<file path="config.mk">
export PLATFORM = sky130hd
export DESIGN_NAME = dual_job_queue_with_cancel
export DESIGN_NICKNAME = d
export VERILOG_FILES = /design/src/hw/rtl/djq_pkg.sv /design/src/hw/rtl/dual_job_queue_with_cancel.sv /design/src/hw/rtl/djq_ctrl.sv /design/src/hw/rtl/djq_dpath.sv
export SDC_FILE = /design/constraint.sdc
export NUM_CORES = 2
export LEC_CHECK = 0
export BUFFER_PORTS_ARGS = -buffer_cell sky130_fd_sc_hd__buf_2
export CAP_MARGIN = 10
export CORE_MARGIN = 8
export CORE_UTILIZATION = 60
export CTS_CLUSTER_SIZE = 16
export DETAILED_ROUTE_END_ITERATION = 7
export PLACE_DENSITY = 0.83
export SLEW_MARGIN = 20
export SYNTH_ARGS = -nofsm -noshare
export SYNTH_HDL_FRONTEND = slang
export SYNTH_SLANG_ARGS = --single-unit
</file>
<file path="constraint.sdc">
create_clock -name clk -period 8.69 [get_ports clk]
set_input_delay 2.1725 -clock clk [delete_from_list [all_inputs] [get_ports clk]]
set_output_delay 2.1725 -clock clk [all_outputs]
set_load 0.05 [all_outputs]
</file>
<file path="src/hw/rtl/djq_pkg.sv">
// Shared types and codes for the dual job queue with cancel.
package djq_pkg;

  // Operation codes of an input item.
  typedef enum logic [2:0] {
    OP_APPEND = 3'd0,
    OP_REMOVE = 3'd1,
    OP_CANCEL = 3'd2,
    OP_FIND   = 3'd3,
    OP_EXIST  = 3'd4,
    OP_CLEAR  = 3'd5
  } op_t;

  // Result status codes.
  typedef enum logic [1:0] {
    ST_OK    = 2'd0,
    ST_FULL  = 2'd1,
    ST_EMPTY = 2'd2
  } status_t;

  // Controller states.
  typedef enum logic [1:0] {
    S_IDLE = 2'd0,
    S_EXEC = 2'd1,
    S_RESP = 2'd2
  } state_t;

  // One stored job.
  typedef struct packed {
    logic [15:0] id;
    logic [15:0] pages;
    logic [7:0]  kind;
  } entry_t;

  // Input item.
  typedef struct packed {
    logic [2:0]  op;
    logic        queue_sel;
    logic [15:0] job_id;
    logic [15:0] page_count;
    logic [7:0]  job_kind;
  } in_t;

  // Result item.
  typedef struct packed {
    logic [1:0]  status;
    logic        found;
    logic [15:0] out_id;
    logic [15:0] out_pages;
    logic [7:0]  out_kind;
    logic [4:0]  queue_count;
  } out_t;

  // Commands from the controller to the datapath.
  typedef struct packed {
    logic load;
    logic exec;
  } cmd_t;

endpackage

</file>
<file path="src/hw/rtl/dual_job_queue_with_cancel.sv">
// Top level of the dual job queue with cancel.
// Two job queues (normal and priority) of QUEUE_DEPTH entries each, holding
// a job id, page count and kind byte. One item is handled at a time and
// gives one result item: the item is captured together with the id match
// lines of both queues in the idle state, the operation executes in the
// execute state, and the result is offered from the result register in
// the respond state; a new item is taken only once the result has been
// accepted. Cancel closes up later entries.
module dual_job_queue_with_cancel #(
  parameter int QUEUE_DEPTH = 16
) (
  input  logic          clk,
  input  logic          rst_n,
  input  logic          in_valid,
  output logic          in_ready,
  input  djq_pkg::in_t  in_data,
  output logic          out_valid,
  input  logic          out_ready,
  output djq_pkg::out_t out_data
);
  import djq_pkg::*;

  cmd_t cmd;

  djq_ctrl u_ctrl (
    .clk       (clk),
    .rst_n     (rst_n),
    .in_valid  (in_valid),
    .in_ready  (in_ready),
    .out_valid (out_valid),
    .out_ready (out_ready),
    .cmd       (cmd)
  );

  djq_dpath #(.QUEUE_DEPTH(QUEUE_DEPTH)) u_dpath (
    .clk      (clk),
    .rst_n    (rst_n),
    .cmd      (cmd),
    .in_data  (in_data),
    .out_data (out_data)
  );

endmodule

</file>
<file path="src/hw/rtl/djq_ctrl.sv">
// Controller state machine that sequences one item through load, execute and respond.
module djq_ctrl (
  input  logic          clk,
  input  logic          rst_n,
  input  logic          in_valid,
  output logic          in_ready,
  output logic          out_valid,
  input  logic          out_ready,
  output djq_pkg::cmd_t cmd
);
  import djq_pkg::*;

  state_t state_r, state_nxt;

  // State register.
  always_ff @(posedge clk) begin
    if (!rst_n) begin
      state_r <= S_IDLE;
    end else begin
      state_r <= state_nxt;
    end
  end

  // Next state.
  always_comb begin
    state_nxt = state_r;
    case (state_r)
      S_IDLE: begin
        if (in_valid) state_nxt = S_EXEC;
      end
      S_EXEC: begin
        state_nxt = S_RESP;
      end
      S_RESP: begin
        if (out_ready) state_nxt = S_IDLE;
      end
      default: begin
        state_nxt = S_IDLE;
      end
    endcase
  end

  // Outputs.
  always_comb begin
    in_ready  = 1'b0;
    out_valid = 1'b0;
    cmd       = '0;
    case (state_r)
      S_IDLE: begin
        in_ready = 1'b1;
        cmd.load = in_valid;
      end
      S_EXEC: begin
        cmd.exec = 1'b1;
      end
      S_RESP: begin
        out_valid = 1'b1;
      end
      default: begin
        in_ready = 1'b0;
      end
    endcase
  end

  // An execute step always follows a load.
  a_exec_after_load: assert property (@(posedge clk) disable iff (!rst_n)
    cmd.exec |-> $past(cmd.load)) else $error("execute without load");

  // A load is always followed by an execute.
  a_load_then_exec: assert property (@(posedge clk) disable iff (!rst_n)
    cmd.load |=> cmd.exec) else $error("load not followed by execute");

  // Input and output are never open at once.
  a_excl: assert property (@(posedge clk) disable iff (!rst_n)
    !(in_ready && out_valid)) else $error("ready and valid overlap");

endmodule

</file>
<file path="src/hw/rtl/djq_dpath.sv">
// Datapath: the two queue stores, counts, id match lines and the result register.
module djq_dpath #(
  parameter int QUEUE_DEPTH = 16
) (
  input  logic          clk,
  input  logic          rst_n,
  input  djq_pkg::cmd_t cmd,
  input  djq_pkg::in_t  in_data,
  output djq_pkg::out_t out_data
);
  import djq_pkg::*;

  localparam int CW = $clog2(QUEUE_DEPTH + 1);
  localparam int IW = (QUEUE_DEPTH > 1) ? $clog2(QUEUE_DEPTH) : 1;

  entry_t                 ent_r   [2][QUEUE_DEPTH];
  logic [CW-1:0]          cnt_r   [2];
  logic [QUEUE_DEPTH-1:0] match_r [2];
  in_t                    req_r;
  out_t                   res_r;

  logic          q;
  logic [CW-1:0] cur;
  logic [CW-1:0] cnt_nxt;
  logic [IW-1:0] pos;
  logic [IW-1:0] drop_pos;
  logic          drop;
  logic          do_write;
  logic          hit;
  logic          any_hit;
  out_t          res_nxt;
  entry_t        sel;

  assign q   = req_r.queue_sel;
  assign cur = cnt_r[q];
  assign hit = |match_r[q];
  assign any_hit = (|match_r[0]) | (|match_r[1]);

  // First matching slot nearest the head.
  always_comb begin
    pos = '0;
    for (int i = QUEUE_DEPTH - 1; i >= 0; i--) begin
      if (match_r[q][i]) pos = IW'(i);
    end
  end

  // Operation decode and result.
  always_comb begin
    res_nxt  = '0;
    cnt_nxt  = cur;
    drop     = 1'b0;
    drop_pos = '0;
    do_write = 1'b0;
    sel      = ent_r[q][pos];
    case (op_t'(req_r.op))
      OP_APPEND: begin
        if (cur == CW'(QUEUE_DEPTH)) begin
          res_nxt.status = ST_FULL;
        end else begin
          do_write = 1'b1;
          cnt_nxt  = cur + 1'b1;
        end
      end
      OP_REMOVE: begin
        if (cur == '0) begin
          res_nxt.status = ST_EMPTY;
        end else begin
          res_nxt.found     = 1'b1;
          res_nxt.out_id    = ent_r[q][0].id;
          res_nxt.out_pages = ent_r[q][0].pages;
          res_nxt.out_kind  = ent_r[q][0].kind;
          drop    = 1'b1;
          cnt_nxt = cur - 1'b1;
        end
      end
      OP_CANCEL, OP_FIND: begin
        if (!hit) begin
          res_nxt.status = ST_EMPTY;
        end else begin
          res_nxt.found     = 1'b1;
          res_nxt.out_id    = sel.id;
          res_nxt.out_pages = sel.pages;
          res_nxt.out_kind  = sel.kind;
          if (op_t'(req_r.op) == OP_CANCEL) begin
            drop     = 1'b1;
            drop_pos = pos;
            cnt_nxt  = cur - 1'b1;
          end
        end
      end
      OP_EXIST: begin
        if (any_hit) res_nxt.found = 1'b1;
        else res_nxt.status = ST_EMPTY;
      end
      OP_CLEAR: begin
        cnt_nxt = '0;
      end
      default: begin
        cnt_nxt = cur;
      end
    endcase
    res_nxt.queue_count = 5'(cnt_nxt);
  end

  // Counts.
  always_ff @(posedge clk) begin
    if (!rst_n) begin
      cnt_r[0] <= '0;
      cnt_r[1] <= '0;
    end else if (cmd.exec) begin
      cnt_r[q] <= cnt_nxt;
    end
  end

  // Request capture, match lines, entry store and result register.
  always_ff @(posedge clk) begin
    if (cmd.load) begin
      req_r <= in_data;
      for (int k = 0; k < 2; k++) begin
        for (int i = 0; i < QUEUE_DEPTH; i++) begin
          match_r[k][i] <= (ent_r[k][i].id == in_data.job_id) && (CW'(i) < cnt_r[k]);
        end
      end
    end
    if (cmd.exec) begin
      res_r <= res_nxt;
      if (do_write) begin
        ent_r[q][cur[IW-1:0]] <= '{id: req_r.job_id, pages: req_r.page_count,
                                   kind: req_r.job_kind};
      end
      if (drop) begin
        for (int i = 0; i < QUEUE_DEPTH - 1; i++) begin
          if (IW'(i) >= drop_pos) ent_r[q][i] <= ent_r[q][i + 1];
        end
      end
    end
  end

  assign out_data = res_r;

  // Counts never exceed the queue depth.
  a_cnt0: assert property (@(posedge clk) disable iff (!rst_n)
    cnt_r[0] <= CW'(QUEUE_DEPTH)) else $error("normal count overflow");
  a_cnt1: assert property (@(posedge clk) disable iff (!rst_n)
    cnt_r[1] <= CW'(QUEUE_DEPTH)) else $error("priority count overflow");
  // A found lookup in the selected queue implies a match line was set.
  a_hit: assert property (@(posedge clk) disable iff (!rst_n)
    (cmd.exec && (op_t'(req_r.op) == OP_FIND) && res_nxt.found) |-> hit)
    else $error("find without match");

endmodule
</file>
==> metrics.md <==
| Metric | Value |
|---|---|
| Reg-to-Reg End | u_dpath.ent_r[1][50] |
| Congestion Overflow GR | 0 |
| Worst hold path depth | 2 |
| Placed Area | 75,500 sq um |
| Slew Viols, Final | 0 |
| Clock skew | 31.9 ps |
| Critical path class | flip-flop to flip-flop |
| R2R cell count | 10 |
| Setup slack after layout | 2100 ps |
| Synth Area per Inst | 12.7 sq um |
| Max H-tree Level | 4 |
| CP peak stage delay | between 900 and 1000 ps |
| Number of setup violations in the final report | 0 |
| Core area | 122,000 sq um |
| Arrival @ worst endpoint | around 7100 ps |
| Clock buffer depth | 3 |
| Critical Path Fanout Max | 81 |
| Synth area leader | edfxtp_1 |
| Minimum clock period | 6590 ps |
| Post-synth cell types | 74 |
| Worst-margin pin slew | 1260 ps |
| Synthesized instance count | between 5,000 and 6,000 |
| Flops & latches, synth | 1,417 |
| Synth Net Count | 5,856 |
| Vias in the first global route | 52,100 |
| Switching part of the total | 0.274 |
| Most used DFF post-synth | edfxtp_1 |
| Mux cell area share after synthesis | 0.171 |
| Vias per cell | 7.10 |
| Die height | roughly 370 microns |
| CP Capture Type | flip-flop |
| FF-to-FF setup slack | 2100 ps |
| Maximum clock frequency | 152 MHz |
| Gate power share | 0.153 |
| Initial antenna violation count | 11 |
| Post-synth EDFFs | around 1,400 |
| Setup crit start kind | flip-flop |
| Hold_sp | u_ctrl.state_r[0] |
| Simple-gate area share of the yosys netlist | 0.0698 |
| Vias | 53,000 |
| CTS tree | yes |
| I/O Buffers | slightly below 100 |
| Post-layout instance area | 80,100 sq um |
| Sink Count | 1,417 |
| Max-cap violations | 0 |
| VDD IR max | 0.252 mV |
| Top-count cell post-synth | edfxtp_1 |
| Share of the synthesized area in the top cell type | 0.577 |
| P_int | 12,100 uW |
| # DRC | 0 |
| Hold Crit Class | flip-flop to flip-flop |
| Endpoints failing hold | 0 |
| Num rows | 128 |
| Root buf cell | clkbuf_16 |
| Dominant cells by area after synthesis | edfxtp_1 (58%), mux2i_1 (12%), mux4_2 (4.8%) |
| Die Area | approximately 130,000 sq um |
| Detailed-placement wirelength estimate | around 160,000 microns |
| Worst endpoint required time | 9170 ps |
| RD Place Congestion | 1.02 |
| Asr flop ratio synth | 0 |
| DP Worst Slack | 2230 ps |
| CTS Buf Count | 150 |
| P per Cell Area | between 200 and 250 nW/um^2 |
| Worst slew margin | 0.163 |
| Clock transition at path regs | 60 ps |
| Placed insts | 7,189 |
| Clock power share | 0.370 |
| Clk_lat worst skew | 820 ps |
| First-pass GRT wire length | 352,000 microns |
| Worst hold slack | around 650 ps |
| Adder-cell share of the synthesized area | 0.000680 |
| Fin cells | 7,458 |
| Unrepaired setup endpoints after global routing | false |
| First-pass DRT Iterations | 6 |
| Total track usage | 0.353 |
| Endpoint, Worst Hold | u_ctrl.state_r[0] |
| Mapped Area | 73,600 sq um |
| Top cells by count, synth | edfxtp_1 (1,414), mux2i_1 (898), a21oi_1 (554) |
| Synth Area in XOR/XNOR | 0.0613 |
| Status | complete, no violations |
| Starting DRT DRC Count | between 8,000 and 9,000 |
| Synth Area in Compound Gates | 0.0890 |
| # nets final | 5,769 |
| Seq/Total Area, Yosys | 0.578 |
| GR Layer Usage met2 | 0.545 |
| Final worst-path cycle share | 0.758 |
| NetSw | 4550 uW |
| Ys Warns | 0 |
| Share of cells above drive strength 1 | 0.118 |
| M3 GR Usage | 0.0879 |
| Crit-path slowest cell | dfxtp_4 |
| Setup_tns | 0 ps |
| Total Wirelength | 245,000 microns |
| Die width | around 370 microns |
| WL per Instance | between 30 and 40 microns |
| IO Pins | 98 |
| Setup bufs post-CTS | 0 |
| Largest net degree at the start of global routing | 118 |
| Busiest grt layer | met2 |
| Final ANT Viol Nets | 0 |
| Sequential power share | 0.477 |
| Cell breakdown of the critical path | or3b_1 > o2bb2ai_1 > a311oi_1 > or2_1 > nor2_2 > a21oi_4 > or2_4 > a21oi_1 > nor2b_4 > buf_4 |
| Largest family of logic cells by synthesized area | multiplexers |
| Post_cts resized | 0 |
| Static Leak | 0.0285 uW |
| GRT met1 Usage | 0.423 |
| Area grow syn2layout | 8.94% |
| Initial core utilization | 0.604 |
| CTS Hold Bufs | 0 |
## registers in the layout, indices dropped and copies added (netlist names), named ones only
name / count
u_dpath.ent_r: 1280
u_dpath.out_data: 48
u_dpath.req_r: 43
u_dpath.match_r: 32
u_dpath.cnt_r: 10
u_ctrl.state_r: 2
u_dpath.q: 1
## layout make-up
class,instances,area [sq um]
Inverter,16,60.1
Sequential cell,1417,42500
Timing Repair Buffer,236,1610
Clock buffer,181,3910
Fill cell,8620,41600
Tap cell,1625,2030
Antenna cell,6,15.0
Clock inverter,81,656
Multi-Input combinational cell,3896,29300
## worst max-delay path, delay by kind of cell, from the launching register on
family,cells,cell delay (ps)
buf+inv,1,420
flops,1,970
compound gates,4,1880
simple gates,5,2920
## power by group through the flow
stage          clock [uW]  sequential [uW]  combinational [uW]
5_1_grt              6390             7930                2620
3_5_place_dp            0             8060                2440
3_3_place_gp            0             8050                2370
4_1_cts              6130             7920                2450
2_1_floorplan           0             8000                1690
6_report             6150             7930                2530
## per-stage QoR
step	power, uW	utilization
6_report	16600	0.658
5_1_grt	16900	0.658
2_1_floorplan	9690	-
3_3_place_gp	10400	0.620
3_5_place_dp	10500	0.621
4_1_cts	16500	0.658
## how the worst max path moves through the flow
stage / startpoint / endpoint / slack [ps] / depth (start not counted)
5_1_grt: flip-flop / u_dpath.ent_r[1][50] / 1880 / 10
4_1_cts: flip-flop / u_dpath.ent_r[1][50] / 2220 / 10
3_5_place_dp: flip-flop / u_dpath.ent_r[1][50] / 2230 / 10
6_report: flip-flop / u_dpath.ent_r[1][50] / 2100 / 10
3_3_place_gp: flip-flop / u_dpath.out_data[19] / 2150 / 10
2_1_floorplan: u_ctrl.state_r[0] / u_dpath.ent_r[1][440] / 3200 / 11
## cells by family after synthesis
family,Yosys count
and+or+nand+nor,1177
adders and majority gates,4
muxes,1062
DFF,1417
xor gates and xnor gates,515
buffers and inverters,491
AOI/OAI and AO/OA,1138
## per-layer routing
layer,part of all wire,wire (microns),vias up
met5,0.00011,26,-
met4,0.10,24600,4
met3,0.12,30200,1091
met2,0.45,110000,4425
met1,0.33,80300,25700
li1,-,-,21800
## cell usage in the layout, fill, tap and decap left out, types with 67 or more instances in the layout
master,n
nor2_1,455
edfxtp_1,1414
o22ai_1,86
o21ai_1,125
xnor2_1,190
clkbuf_16,152
buf_4,130
nand4_1,67
o21ai_0,163
buf_2,99
nor4_1,92
nand2_1,398
a21oi_1,553
mux4_2,158
xor2_1,325
mux2i_1,898
No activity file was read; power rests on OpenSTA's default activity.
